$ cat src/tplb_pkg.sv
// Shared types and constants of the tiled pixelmap line blitter
`timescale 1ns / 1ps
`default_nettype none

package tplb_pkg;

  // Request kinds carried in the input tuser
  localparam logic [1:0] REQ_LOAD   = 2'd0;
  localparam logic [1:0] REQ_DRAW   = 2'd1;
  localparam logic [1:0] REQ_REWIND = 2'd2;

  // Pixel formats
  localparam logic [1:0] MODE_RAW   = 2'd0;
  localparam logic [1:0] MODE_RAW_T = 2'd1;
  localparam logic [1:0] MODE_RLE   = 2'd2;
  localparam logic [1:0] MODE_RLE_T = 2'd3;

  // Register indexes
  localparam logic [2:0] REG_MODE   = 3'd0;
  localparam logic [2:0] REG_WIDTH  = 3'd1;
  localparam logic [2:0] REG_BYTES  = 3'd2;
  localparam logic [2:0] REG_PITCH  = 3'd3;
  localparam logic [2:0] REG_OFFSET = 3'd4;

  // Line limits
  localparam int MAX_LINE_PIXELS = 480;
  localparam int MAX_RESULTS     = 61;
  localparam int LB              = MAX_RESULTS * 8;
  localparam int LBW             = $clog2(LB);
  // Signed pixel column and byte pointer widths
  localparam int XW = 16;
  localparam int GW = 15;

  // Commands from controller to datapath
  typedef struct packed {
    logic capture;
    logic load;
    logic rewind;
    logic mod_step;
    logic setup;
    logic raw_issue;
    logic hdr_issue;
    logic dec;
    logic run_step;
    logic lit_step;
    logic tile_next;
    logic finish;
    logic out_shift;
  } tplb_cmd_t;

  // Status from datapath to controller
  typedef struct packed {
    logic mod_last;
    logic raw_last;
    logic dec_run;
    logic lit_one;
    logic grp_last;
    logic row_end;
    logic tile_more;
    logic drawing;
    logic rle;
    logic out_last;
  } tplb_sts_t;

endpackage

`default_nettype wire

$ cat src/tplb_regs.sv
// Configuration register file with its APB-style access port
`timescale 1ns / 1ps
`default_nettype none

module tplb_regs (
  input  wire logic        clk,
  input  wire logic        rst_n,
  input  wire logic        cfg_psel,
  input  wire logic        cfg_penable,
  input  wire logic        cfg_pwrite,
  input  wire logic [4:0]  cfg_paddr,
  input  wire logic [31:0] cfg_pwdata,
  output logic      [31:0] cfg_prdata,
  output logic             cfg_pready,
  output logic      [1:0]  mode,
  output logic      [12:0] pixmap_width,
  output logic      [12:0] pixmap_bytes,
  output logic      [8:0]  line_pitch,
  output logic      [11:0] tile_offset
);

  logic [1:0]  mode_r;
  logic [12:0] width_r;
  logic [12:0] bytes_r;
  logic [8:0]  pitch_r;
  logic [11:0] offset_r;
  logic        wr_en;
  logic [2:0]  reg_idx;

  assign cfg_pready = 1'b1;
  assign wr_en      = cfg_psel & cfg_penable & cfg_pwrite;
  assign reg_idx    = cfg_paddr[4:2];

  // Write the addressed register
  always_ff @(posedge clk) begin
    if (!rst_n) begin
      mode_r   <= 2'd0;
      width_r  <= 13'd1;
      bytes_r  <= 13'd1;
      pitch_r  <= 9'd480;
      offset_r <= 12'd0;
    end else if (wr_en) begin
      unique case (reg_idx)
        tplb_pkg::REG_MODE:   mode_r   <= cfg_pwdata[1:0];
        tplb_pkg::REG_WIDTH:  width_r  <= cfg_pwdata[12:0];
        tplb_pkg::REG_BYTES:  bytes_r  <= cfg_pwdata[12:0];
        tplb_pkg::REG_PITCH:  pitch_r  <= cfg_pwdata[8:0];
        tplb_pkg::REG_OFFSET: offset_r <= cfg_pwdata[11:0];
        default: ;
      endcase
    end
  end

  // Return the addressed register
  always_comb begin
    unique case (reg_idx)
      tplb_pkg::REG_MODE:   cfg_prdata = {30'd0, mode_r};
      tplb_pkg::REG_WIDTH:  cfg_prdata = {19'd0, width_r};
      tplb_pkg::REG_BYTES:  cfg_prdata = {19'd0, bytes_r};
      tplb_pkg::REG_PITCH:  cfg_prdata = {23'd0, pitch_r};
      tplb_pkg::REG_OFFSET: cfg_prdata = {20'd0, offset_r};
      default:              cfg_prdata = 32'd0;
    endcase
  end

  assign mode         = mode_r;
  assign pixmap_width = width_r;
  assign pixmap_bytes = bytes_r;
  assign line_pitch   = pitch_r;
  assign tile_offset  = offset_r;

endmodule

`default_nettype wire

$ cat config.mk
export PLATFORM = sky130hd
export DESIGN_NAME = tplb_regs
export DESIGN_NICKNAME = d
export VERILOG_FILES = /design/src/tplb_pkg.sv /design/src/tplb_regs.sv
export SDC_FILE = /design/constraint.sdc
export NUM_CORES = 1
export LEC_CHECK = 0
export BUFFER_PORTS_ARGS = -buffer_cell sky130_fd_sc_hd__buf_4
export CORE_MARGIN = 3
export CORE_UTILIZATION = 50
export CTS_CLUSTER_DIAMETER = 200
export CTS_CLUSTER_SIZE = 28
export DETAILED_ROUTE_END_ITERATION = 12
export GPL_TIMING_DRIVEN = 0
export PLACE_DENSITY = 0.86
export REMOVE_ABC_BUFFERS = 1
export SKIP_CTS_REPAIR_TIMING = 1
export SLEW_MARGIN = 20
export SYNTH_ARGS = -nofsm -noshare
export SYNTH_HDL_FRONTEND = slang
export SYNTH_SLANG_ARGS = --single-unit
$ cat constraint.sdc
create_clock -name clk -period 2.2 [get_ports clk]
set_input_delay 0 -clock clk [delete_from_list [all_inputs] [get_ports clk]]
set_output_delay 0 -clock clk [all_outputs]
set_load 0.005 [all_outputs]
==> results.sh <==
export IMPL_status="completed"
export IMPL_cp_max_fo=13
export IMPL_ff2ff_setup_slack_ns=1.50
export IMPL_start_util_pct=52.8
export IMPL_setup_tns_ns=0
export IMPL_wl_per_cell_um=15.5
export IMPL_avgViaCountPerCell=5.26
export IMPL_clk_path_buf_depth=2
export IMPL_slowest_delay_ns=0.96
export IMPL_synth_xor_area_share_pct=0
export IMPL_grt_pass1_wl_um=9780
export IMPL_dieArea_um2=6010
export IMPL_syn_area_per_cell_um2=9.70
export IMPL_ys_async_sr_fraction_pct=0
export IMPL_syn_inst=264
export IMPL_grt_ovfl_total=0
export IMPL_min_path_type="in -> reg"
export IMPL_synthSimpleGateAreaFrac_pct=14.7
export IMPL_routed_wirelength_um=6210
export IMPL_maxCapViolations=0
export IMPL_vias=2109
export IMPL_clock_latency_ns=0.28
export IMPL_synth_top_area_cell="dfxtp_1"
export IMPL_ys_warn_count=0
export IMPL_fp_dieH_um=77.6
export IMPL_synth_area_mux_share_pct=20.8
export IMPL_timing_fmax_mhz=571
export IMPL_final_cells=401
export IMPL_cts_clk_slew_worst_paths_ns=0.09
export IMPL_fin_crit_ns=1.75
export IMPL_cts_tree="done"
export IMPL_drc=0
export IMPL_diodes=0
export IMPL_synth_top_family_by_area="multiplexers"
export IMPL_area_growth_pct=22.9
export IMPL_finalSetupViolCount=0
export IMPL_path_buf_inv=1
export IMPL_fin_skew_ns=0
export IMPL_crit_family="simple AND/OR/NAND/NOR gates"
export IMPL_core_area_um2=4850
export IMPL_hpwl_um=4280
export IMPL_ant_nets=0
export IMPL_port_buffers=82
export IMPL_grt_pass1_vias=1940
export IMPL_root_buffer="clkbuf_8"
export IMPL_irDropWorstVdd_uv=423
export IMPL_p_leak_nw=1.30
export IMPL_relSlewSlack_pct=33.1
export IMPL_synth_compound_area_share_pct=13.8
export IMPL_synth_seq_cells=49
export IMPL_antenna_found_initial=0
export IMPL_rows=25
export IMPL_placedCellCount=392
export IMPL_critPathLaunchType="input port"
export IMPL_grt_max_degree=63
export IMPL_fp_dieW_um=77.6
export IMPL_first_pass_iters=4
export IMPL_drive_gt1_share_pct=33.2
export IMPL_io_pins=124
export IMPL_drv_slew=0
export IMPL_finalNetCount=376
export IMPL_cp_slowest_cell="nor2_2"
export IMPL_synth_top_area_share_pct=38.3
export IMPL_rsz0062_at_grt="no"
export IMPL_hold_viol_final=0
export IMPL_synth_ff_type="dfxtp_1"
export IMPL_dr_first_iter_drc_count=128
export IMPL_syn_area_um2=2560
export IMPL_cts_inserted_buffers=5
export IMPL_power_density_nw_per_um2=511
export IMPL_cp_cell_sequence="buf_4 -> nand4b_1 -> nor2_2 -> mux2i_1"
export IMPL_worst_pin_slew_ns=1.00
export IMPL_gp_congestion=0.806
export IMPL_fill_cells=428
export IMPL_synth_edf_count=0
export IMPL_ys_top_cells_by_area="dfxtp_1 38%, mux2i_1 20%, nand2_1 8.5%, buf_4 7.0%, a22oi_2 3.4%"
export IMPL_cp_end_kind="flip-flop"
export IMPL_synth_adder_area_share_pct=0
export IMPL_worstPathRequired_ns=2.41
export IMPL_ys_types=37
export IMPL_grt_usage_pct=20.3
export IMPL_h_tree_depth=2
export IMPL_critical_path_class="in -> reg"
export IMPL_ys_seq_area_share_pct=38.3
export IMPL_final_period_utilization_pct=79.6
export IMPL_clkSinkCount=49
export IMPL_crit_arrival_ns=1.96
-- report_power, final --
part           total [mW]  switching, mW  internal [mW]  leakage (nW)
clock network       0.526          0.275          0.250        0.0443
registers           0.899        0.00596          0.893         0.395
logic               0.181          0.108         0.0732         0.863
-- flip-flops by register name (all words and copies together), names as in the netlist --
name	cells
pixmap_width	13
tile_offset	12
line_pitch	9
mode	2
pixmap_bytes	13
-- area by class of cell --
class                      instances  area, µm²  share of cell area, %
clock buffer                       7       86.3                   2.74
tap                               67       83.8                   2.67
inverter                           6       22.5                  0.716
timing repair buffer              84        636                   20.2
sequential                        49        981                   31.2
multi-input combinational        188       1340                   42.5
-- worst register-to-register path, stage by stage (launching register included) --
cell and delay, ns:
dfxtp_1 0.35, o21ai_0 0.08, o311ai_1 0.12
-- kinds of logic after synthesis --
group	Yosys count
flops	49
buf+inv	45
other cells	2
mux	53
simple gates	77
compound gates	38
-- stage by stage --
step	power (mW)	utilization (%)	hold slack, ns	area [µm²]	worst slack (ns)
finish	1.61	64.9	0.00255	3150	0.449
global route	1.67	64.9	0.00917	3150	0.308
CTS	1.60	64.5	-0.0301	3130	0.463
detailed placement	1.10	62.7	0.270	3040	0.170
global placement	1.09	62.7	0.275	3040	0.273
floorplan	0.995	-	0.0276	2340	0.878
-- synthesized netlist by cell type (2+ instances only) --
| cell | instances |
|---|---|
| a22oi_1 | 5 |
| a22oi_2 | 7 |
| buf_2 | 2 |
| buf_4 | 24 |
| buf_6 | 5 |
| clkbuf_1 | 7 |
| conb_1 | 2 |
| dfxtp_1 | 49 |
| inv_1 | 6 |
| mux2i_1 | 52 |
| nand2_1 | 58 |
| nor2_1 | 2 |
| nor2b_1 | 3 |
| o21ai_0 | 6 |
| o22ai_2 | 7 |
| o2bb2ai_1 | 4 |
| o311ai_1 | 5 |
-- routing by layer --
metal  up-vias  wire length, µm  global-route usage, %
li1       1013                -                      -
met1      1016             2710                   26.3
met5         -                0                      0
met3         2              451                   4.52
met4         0               19                   4.45
met2        78             3030                   34.5
-- cells in the final DEF, fill, tap and decap left out --
| master | netlist | routed |
|---|---|---|
| clkbuf_1 | 7 | 1 |
| nand2b_1 | 1 | 1 |
| and4b_1 | 1 | 1 |
| nor2_1 | 2 | 2 |
| nand2_1 | 58 | 58 |
| mux2i_1 | 52 | 52 |
| dfxtp_1 | 49 | 49 |
| nor2_2 | 1 | 1 |
| nand3_1 | 1 | 1 |
| o311ai_1 | 5 | 5 |
| a22oi_1 | 5 | 5 |
| dlygate4sd3_1 | 0 | 2 |
| nor2b_4 | 1 | 1 |
| o21ai_0 | 6 | 6 |
| buf_4 | 24 | 82 |
| nand3b_1 | 1 | 1 |
| clkbuf_8 | 0 | 6 |
| o22ai_1 | 1 | 1 |
| nor2_4 | 1 | 1 |
| and2_4 | 1 | 1 |
| mux2_2 | 1 | 1 |
| nand2b_4 | 1 | 1 |
| a21oi_1 | 1 | 1 |
| o22ai_2 | 7 | 7 |
| o21a_1 | 1 | 1 |
| nor2b_1 | 3 | 3 |
| nand2_4 | 1 | 1 |
| a22oi_2 | 7 | 7 |
| nand4b_1 | 1 | 1 |
| conb_1 | 2 | 20 |
| o211ai_2 | 1 | 1 |
| nand4_1 | 1 | 1 |
| and2b_1 | 1 | 1 |
| o2bb2ai_1 | 4 | 4 |
| nor3_4 | 1 | 1 |
| inv_1 | 6 | 6 |
-- worst paths after layout --
check | from | endpoint | cells past startpoint
setup / recovery | cfg_paddr[4] | pixmap_bytes[3] | 4
hold / removal | cfg_pwdata[8] | line_pitch[8] | 3
hold reg to reg | line_pitch[0] | line_pitch[0] | 2
setup reg to reg | line_pitch[6] | line_pitch[6] | 2
No activity file was read; power rests on OpenSTA's default activity.
