**config.mk**
```make
export PLATFORM = sky130hd
export DESIGN_NAME = tplb_ctrl
export DESIGN_NICKNAME = d
export VERILOG_FILES = /design/src/tplb_pkg.sv /design/src/tplb_ctrl.sv
export SDC_FILE = /design/constraint.sdc
export NUM_CORES = 1
export LEC_CHECK = 0
export ABC_AREA = 0
export ABC_CLOCK_PERIOD_IN_PS = 1570
export BUFFER_PORTS_ARGS = -buffer_cell sky130_fd_sc_hd__buf_2
export CORE_MARGIN = 5
export CORE_UTILIZATION = 35
export DETAILED_ROUTE_END_ITERATION = 12
export PLACE_DENSITY = 0.72
export SKIP_CTS_REPAIR_TIMING = 1
export SLEW_MARGIN = 20
export SYNTH_ARGS = -nofsm -noshare
export SYNTH_HDL_FRONTEND = slang
export SYNTH_SLANG_ARGS = --single-unit
```
**constraint.sdc**
```tcl
create_clock -name clk -period 1.57 [get_ports clk]
set_input_delay 0.157 -clock clk [delete_from_list [all_inputs] [get_ports clk]]
set_output_delay 0.157 -clock clk [all_outputs]
set_load 0.05 [all_outputs]
```
**src/tplb_pkg.sv**
```systemverilog
// Shared types and constants of the tiled pixelmap line blitter
`timescale 1ns / 1ps
`default_nettype none

package tplb_pkg;

  // Request kinds carried in the input tuser
  localparam logic [1:0] REQ_LOAD   = 2'd0;
  localparam logic [1:0] REQ_DRAW   = 2'd1;
  localparam logic [1:0] REQ_REWIND = 2'd2;

  // Pixel formats
  localparam logic [1:0] MODE_RAW   = 2'd0;
  localparam logic [1:0] MODE_RAW_T = 2'd1;
  localparam logic [1:0] MODE_RLE   = 2'd2;
  localparam logic [1:0] MODE_RLE_T = 2'd3;

  // Register indexes
  localparam logic [2:0] REG_MODE   = 3'd0;
  localparam logic [2:0] REG_WIDTH  = 3'd1;
  localparam logic [2:0] REG_BYTES  = 3'd2;
  localparam logic [2:0] REG_PITCH  = 3'd3;
  localparam logic [2:0] REG_OFFSET = 3'd4;

  // Line limits
  localparam int MAX_LINE_PIXELS = 480;
  localparam int MAX_RESULTS     = 61;
  localparam int LB              = MAX_RESULTS * 8;
  localparam int LBW             = $clog2(LB);
  // Signed pixel column and byte pointer widths
  localparam int XW = 16;
  localparam int GW = 15;

  // Commands from controller to datapath
  typedef struct packed {
    logic capture;
    logic load;
    logic rewind;
    logic mod_step;
    logic setup;
    logic raw_issue;
    logic hdr_issue;
    logic dec;
    logic run_step;
    logic lit_step;
    logic tile_next;
    logic finish;
    logic out_shift;
  } tplb_cmd_t;

  // Status from datapath to controller
  typedef struct packed {
    logic mod_last;
    logic raw_last;
    logic dec_run;
    logic lit_one;
    logic grp_last;
    logic row_end;
    logic tile_more;
    logic drawing;
    logic rle;
    logic out_last;
  } tplb_sts_t;

endpackage

`default_nettype wire

```
**src/tplb_ctrl.sv**
```systemverilog
// Controller state machine that sequences one request at a time
`timescale 1ns / 1ps
`default_nettype none

module tplb_ctrl (
  input  wire logic                clk,
  input  wire logic                rst_n,
  input  wire logic                in_tvalid,
  input  wire logic [1:0]          req_type,
  output logic                     in_tready,
  output logic                     out_tvalid,
  input  wire logic                out_tready,
  input  wire tplb_pkg::tplb_sts_t sts,
  output tplb_pkg::tplb_cmd_t      cmd
);

  typedef enum logic [10:0] {
    ST_IDLE   = 11'b000_0000_0001,
    ST_MOD    = 11'b000_0000_0010,
    ST_SETUP  = 11'b000_0000_0100,
    ST_RAW    = 11'b000_0000_1000,
    ST_HDR    = 11'b000_0001_0000,
    ST_DEC    = 11'b000_0010_0000,
    ST_RUN    = 11'b000_0100_0000,
    ST_LIT    = 11'b000_1000_0000,
    ST_TILE   = 11'b001_0000_0000,
    ST_DRAIN  = 11'b010_0000_0000,
    ST_OUT    = 11'b100_0000_0000
  } state_t;

  state_t state_r, state_nxt;

  assign in_tready  = (state_r == ST_IDLE);
  assign out_tvalid = (state_r == ST_OUT);

  always_ff @(posedge clk) begin
    if (!rst_n) state_r <= ST_IDLE;
    else        state_r <= state_nxt;
  end

  // Advance the sequence and issue datapath commands
  always_comb begin
    state_nxt = state_r;
    cmd       = '0;
    unique case (state_r)
      ST_IDLE: begin
        if (in_tvalid) begin
          unique case (req_type)
            tplb_pkg::REQ_LOAD:   cmd.load = 1'b1;
            tplb_pkg::REQ_REWIND: cmd.rewind = 1'b1;
            tplb_pkg::REQ_DRAW: begin
              cmd.capture = 1'b1;
              state_nxt   = ST_MOD;
            end
            default: ;
          endcase
        end
      end
      ST_MOD: begin
        cmd.mod_step = 1'b1;
        if (sts.mod_last) state_nxt = ST_SETUP;
      end
      ST_SETUP: begin
        cmd.setup = 1'b1;
        if (sts.rle)          state_nxt = ST_HDR;
        else if (sts.drawing) state_nxt = ST_RAW;
        else                  state_nxt = ST_DRAIN;
      end
      ST_RAW: begin
        cmd.raw_issue = 1'b1;
        if (sts.raw_last) state_nxt = ST_DRAIN;
      end
      ST_HDR: begin
        cmd.hdr_issue = 1'b1;
        state_nxt     = ST_DEC;
      end
      ST_DEC: begin
        cmd.dec = 1'b1;
        if (sts.dec_run)      state_nxt = ST_RUN;
        else if (!sts.lit_one) state_nxt = ST_LIT;
        else if (sts.row_end) state_nxt = ST_TILE;
        else                  state_nxt = ST_HDR;
      end
      ST_RUN: begin
        cmd.run_step = 1'b1;
        if (sts.grp_last) state_nxt = sts.row_end ? ST_TILE : ST_HDR;
      end
      ST_LIT: begin
        cmd.lit_step = 1'b1;
        if (sts.grp_last) state_nxt = sts.row_end ? ST_TILE : ST_HDR;
      end
      ST_TILE: begin
        if (sts.tile_more) begin
          cmd.tile_next = 1'b1;
          state_nxt     = ST_HDR;
        end else begin
          state_nxt = ST_DRAIN;
        end
      end
      ST_DRAIN: begin
        cmd.finish = 1'b1;
        state_nxt  = sts.drawing ? ST_OUT : ST_IDLE;
      end
      ST_OUT: begin
        if (out_tready) begin
          cmd.out_shift = 1'b1;
          if (sts.out_last) state_nxt = ST_IDLE;
        end
      end
      default: state_nxt = ST_IDLE;
    endcase
  end

endmodule

`default_nettype wire

```
==> metrics.md <==
| Metric | Value |
|---|---|
| Run status | `complete, but fails checks` |
| Violated checks | `setup timing` |
| Leakage | `0.659 nW` |
| Register area share after synthesis | `between 20% and 30%` |
| Final wirelength | `2.96 mm` |
| I/O pin count | `31` |
| Post-Synth XOR/XNOR Area | `3.71%` |
| Syn Area/Cell | `roughly 8.4 um^2` |
| Gr usage total | `15.6%` |
| # rows | `18` |
| Final setup viols | `24` |
| Max FFs per register | `11` |
| Post-layout min period | `2.05 ns` |
| DRC viols | `0` |
| Number of synthesized flops with an enable pin | `0` |
| Relative slew margins | `66.8%` |
| Largest Register | `state_r` |
| YS warnings | `0` |
| Sw Pwr | `397 uW` |
| TritonRoute pass-1 iters | `4` |
| H-Tree Depth | `1` |
| Worst path max stage delay | `0.44 ns` |
| Worst-Margin Slew | `0.497 ns` |
| CP endpoint kind | `output pin` |
| Clk_lat worst skew | `0.27 ns` |
| Reg power frac | `a little under 30%` |
| CTS sink count | `11` |
| Final Hold Violating Endpoints | `0` |
| Antenna cells | `0` |
| Largest net degree at the start of global routing | `9` |
| Nets@finish | `192` |
| Via count | `1087` |
| Wire per inst | `14.4 um` |
| Clock power share | `19.4%` |
| Switching share of total power | `39.0%` |
| Final period util | `130%` |
| Synth area leader | `dfxtp_1` |
| Synth top area cells | `dfxtp_1 23%, nor3_1 4.8%, nor2_1 4.4%` |
| Slew Viols, Final | `0` |
| Fraction of layout cells with a size suffix above 1 | `just under 60%` |
| Largest regs | `state_r x11` |
| CTS tree | `built` |
| Die height | `62.0 um` |
| Initial drt markers | `28` |
| Area of the mapped netlist | `945 um^2` |
| Internal power | `approximately 620 uW` |
| Clock slew at reported path FFs | `~0.070 ns` |
| Compound-Gate Fraction of Synth Area | `~14%` |
| CP Max Fanout | `4` |
| Total chip power | `1.02 mW` |
| Area growth, synth to finish | `74.8%` |
| Vias in the first global route | `approximately 1000` |
| Prevailing post-synth register cell | `dfxtp_1` |
| Starting Density | `a little under two fifths` |
| Final HPWL DP | `2.38 mm` |
| Place WS | `-0.284 ns` |
| Clk root buf | `clkbuf_4` |
| CP Data Required Time | `1.41 ns` |
| CTS max path bufs | `2` |
| Initial antenna violation count | `0` |
| Cell variety after synth | `46` |
| Die X | `between 60 and 70 um` |
| PD cells | `between 600 and 700 nW/um^2` |
| First-pass GRT wire length | `4.46 mm` |
| Post-synthesis adder-cell area fraction | `0%` |
| Async S/R FF share, synth | `0%` |
| Yosys reg bits | `11` |
| Cells after Synth | `113` |
| Vias per cell | `5.30` |
| Total grt overflow | `0` |
| Fmax | `~490 MHz` |
| Share of the synthesized area in the top cell type | `23.3%` |
| Port buffer count | `30` |
| Class of the worst hold path | `in -> reg` |
| Max-Cap Viols | `0` |
| Critical path, cell by cell | `nor4_2, nand2_2, buf_4, nor3_2, buf_2` |
| Setup WS post-layout | `-0.477 ns` |
| WP data arrival | `between 1.5 and 2 ns` |
| Post-Synth Simple-Gate Area | `49.0%` |
| Crit Path Class | `reg -> out` |
| Number of fill cells in the layout | `approximately 200` |
| Num CTS Buffers | `3` |
| Highest-delay cell along the critical path | `nor4_2` |
| CP Launch Type | `register` |
| Syn_nets | `129` |
| Core ar. | `2520 um^2` |
| Combinational Power Share | `about half` |
| Clock skew | `~0.00093 ns` |
| Final GP Congestion | `0.820` |
| Die ar. | `3840 um^2` |
| Main combinational cell family by area after synthesis | `simple AND/OR/NAND/NOR gates` |
| Post-route ant nets | `0` |
| RSZ-0062 raised after global routing | `yes` |
| Maximum VDD drop | `between 0.0004 and 0.0005 V` |
| Mux share of post-synthesis cell area | `~1.1%` |
==> cell type report <==
| class | instances | area, um^2 | share of cell area [%] |
|---|---|---|---|
| flip-flops and latches | 11 | 226 | 13.7 |
| well taps | 30 | 37.5 | 2.27 |
| clock buffers | 4 | 26.3 | 1.59 |
| multi-input cells | 88 | 815 | 49.3 |
| repair buffers | 65 | 520 | 31.5 |
| inverters | 7 | 26.3 | 1.59 |
==> placed cells by master (no fill, tap or decap), types with 2 or more instances in the layout <==
master / count
o31ai_1: 2
buf_8: 5
and2_1: 2
nor3_4: 2
nor3_1: 6
o21ai_0: 2
dfxtp_1: 8
dfxtp_2: 2
inv_1: 7
nor4_4: 3
nor2_1: 8
a21oi_1: 4
nor3b_2: 2
clkbuf_4: 4
nand2b_1: 2
xnor2_1: 3
nand2_1: 8
buf_2: 17
nor2_4: 2
nor3_2: 2
nor4_1: 3
buf_6: 10
nand3b_1: 2
buf_4: 32
nor3b_4: 2
nor4b_4: 3
==> routing by layer <==
| metal | routed length (um) | GRT usage, % | vias up |
|---|---|---|---|
| met3 | 97 | 2.07 | 2 |
| met4 | 25 | 6.36 | 0 |
| li1 | - | - | 545 |
| met2 | 1640 | 29.1 | 22 |
| met5 | 0 | 0 | - |
| met1 | 1200 | 17.4 | 518 |
==> through the flow <==
step / TNS (ns) / hold slack (ns) / util, % / instances / instance area (um^2)
global route: -10.24 / 0.119 / 65.5 / 205 / 1650
global placement: -3.74 / 0.414 / 57.0 / 198 / 1440
floorplan: -7.28 / 0.276 / - / 113 / 1070
finish: -8.53 / 0.132 / 65.5 / 205 / 1650
detailed placement: -4.71 / 0.413 / 57.0 / 198 / 1440
CTS: -9.44 / 0.123 / 58.0 / 202 / 1460
==> power groups by stage <==
stage | Clock (mW) | Combinational (mW) | Sequential (mW)
floorplan | 0 | 0.316 | 0.298
global placement | 0 | 0.434 | 0.304
detailed placement | 0 | 0.447 | 0.304
CTS | 0.202 | 0.449 | 0.298
global route | 0.219 | 0.558 | 0.298
finish | 0.198 | 0.523 | 0.297
==> path summary, 6_finish.rpt <==
kind / slack, ns / endpoint / cells after the start / start
hold reg to reg: 0.68 / state_r[7] / 3 / state_r[7]
setup reg to reg: -0.37 / state_r[0] / 7 / state_r[0]
hold / removal: 0.13 / state_r[8] / 3 / sts[4]
setup / recovery: -0.48 / cmd[2] / 5 / state_r[0]
==> synth_stat cells, types with 2 or more instances <==
cell type	number
xnor2_1	3
nor4_2	2
a21oi_1	4
nand2_1	8
nand3b_1	2
nor4b_1	2
o31ai_1	3
and4b_1	2
inv_1	7
and2_1	3
buf_6	3
nand2b_1	2
o21ai_0	2
nor2_1	11
nor3_1	9
dfxtp_1	11
nor3b_1	5
buf_2	3
nor4_1	4
==> cell families (layout without fill, tap and decap cells) <==
kind of cell | Yosys count | after routing
AOI/OAI and AO/OA | 18 | 18
xor gates and xnor gates | 4 | 4
buffers and inverters | 14 | 76
DFF | 11 | 11
muxes | 1 | 1
and+or+nand+nor | 65 | 65
==> critical path: cells and delay by family, from the launching register on <==
kind,cells,cell delay [ns]
flops,1,0.35
simple gates,3,0.79
buf+inv,2,0.48
(Power assumes the default switching activity.)
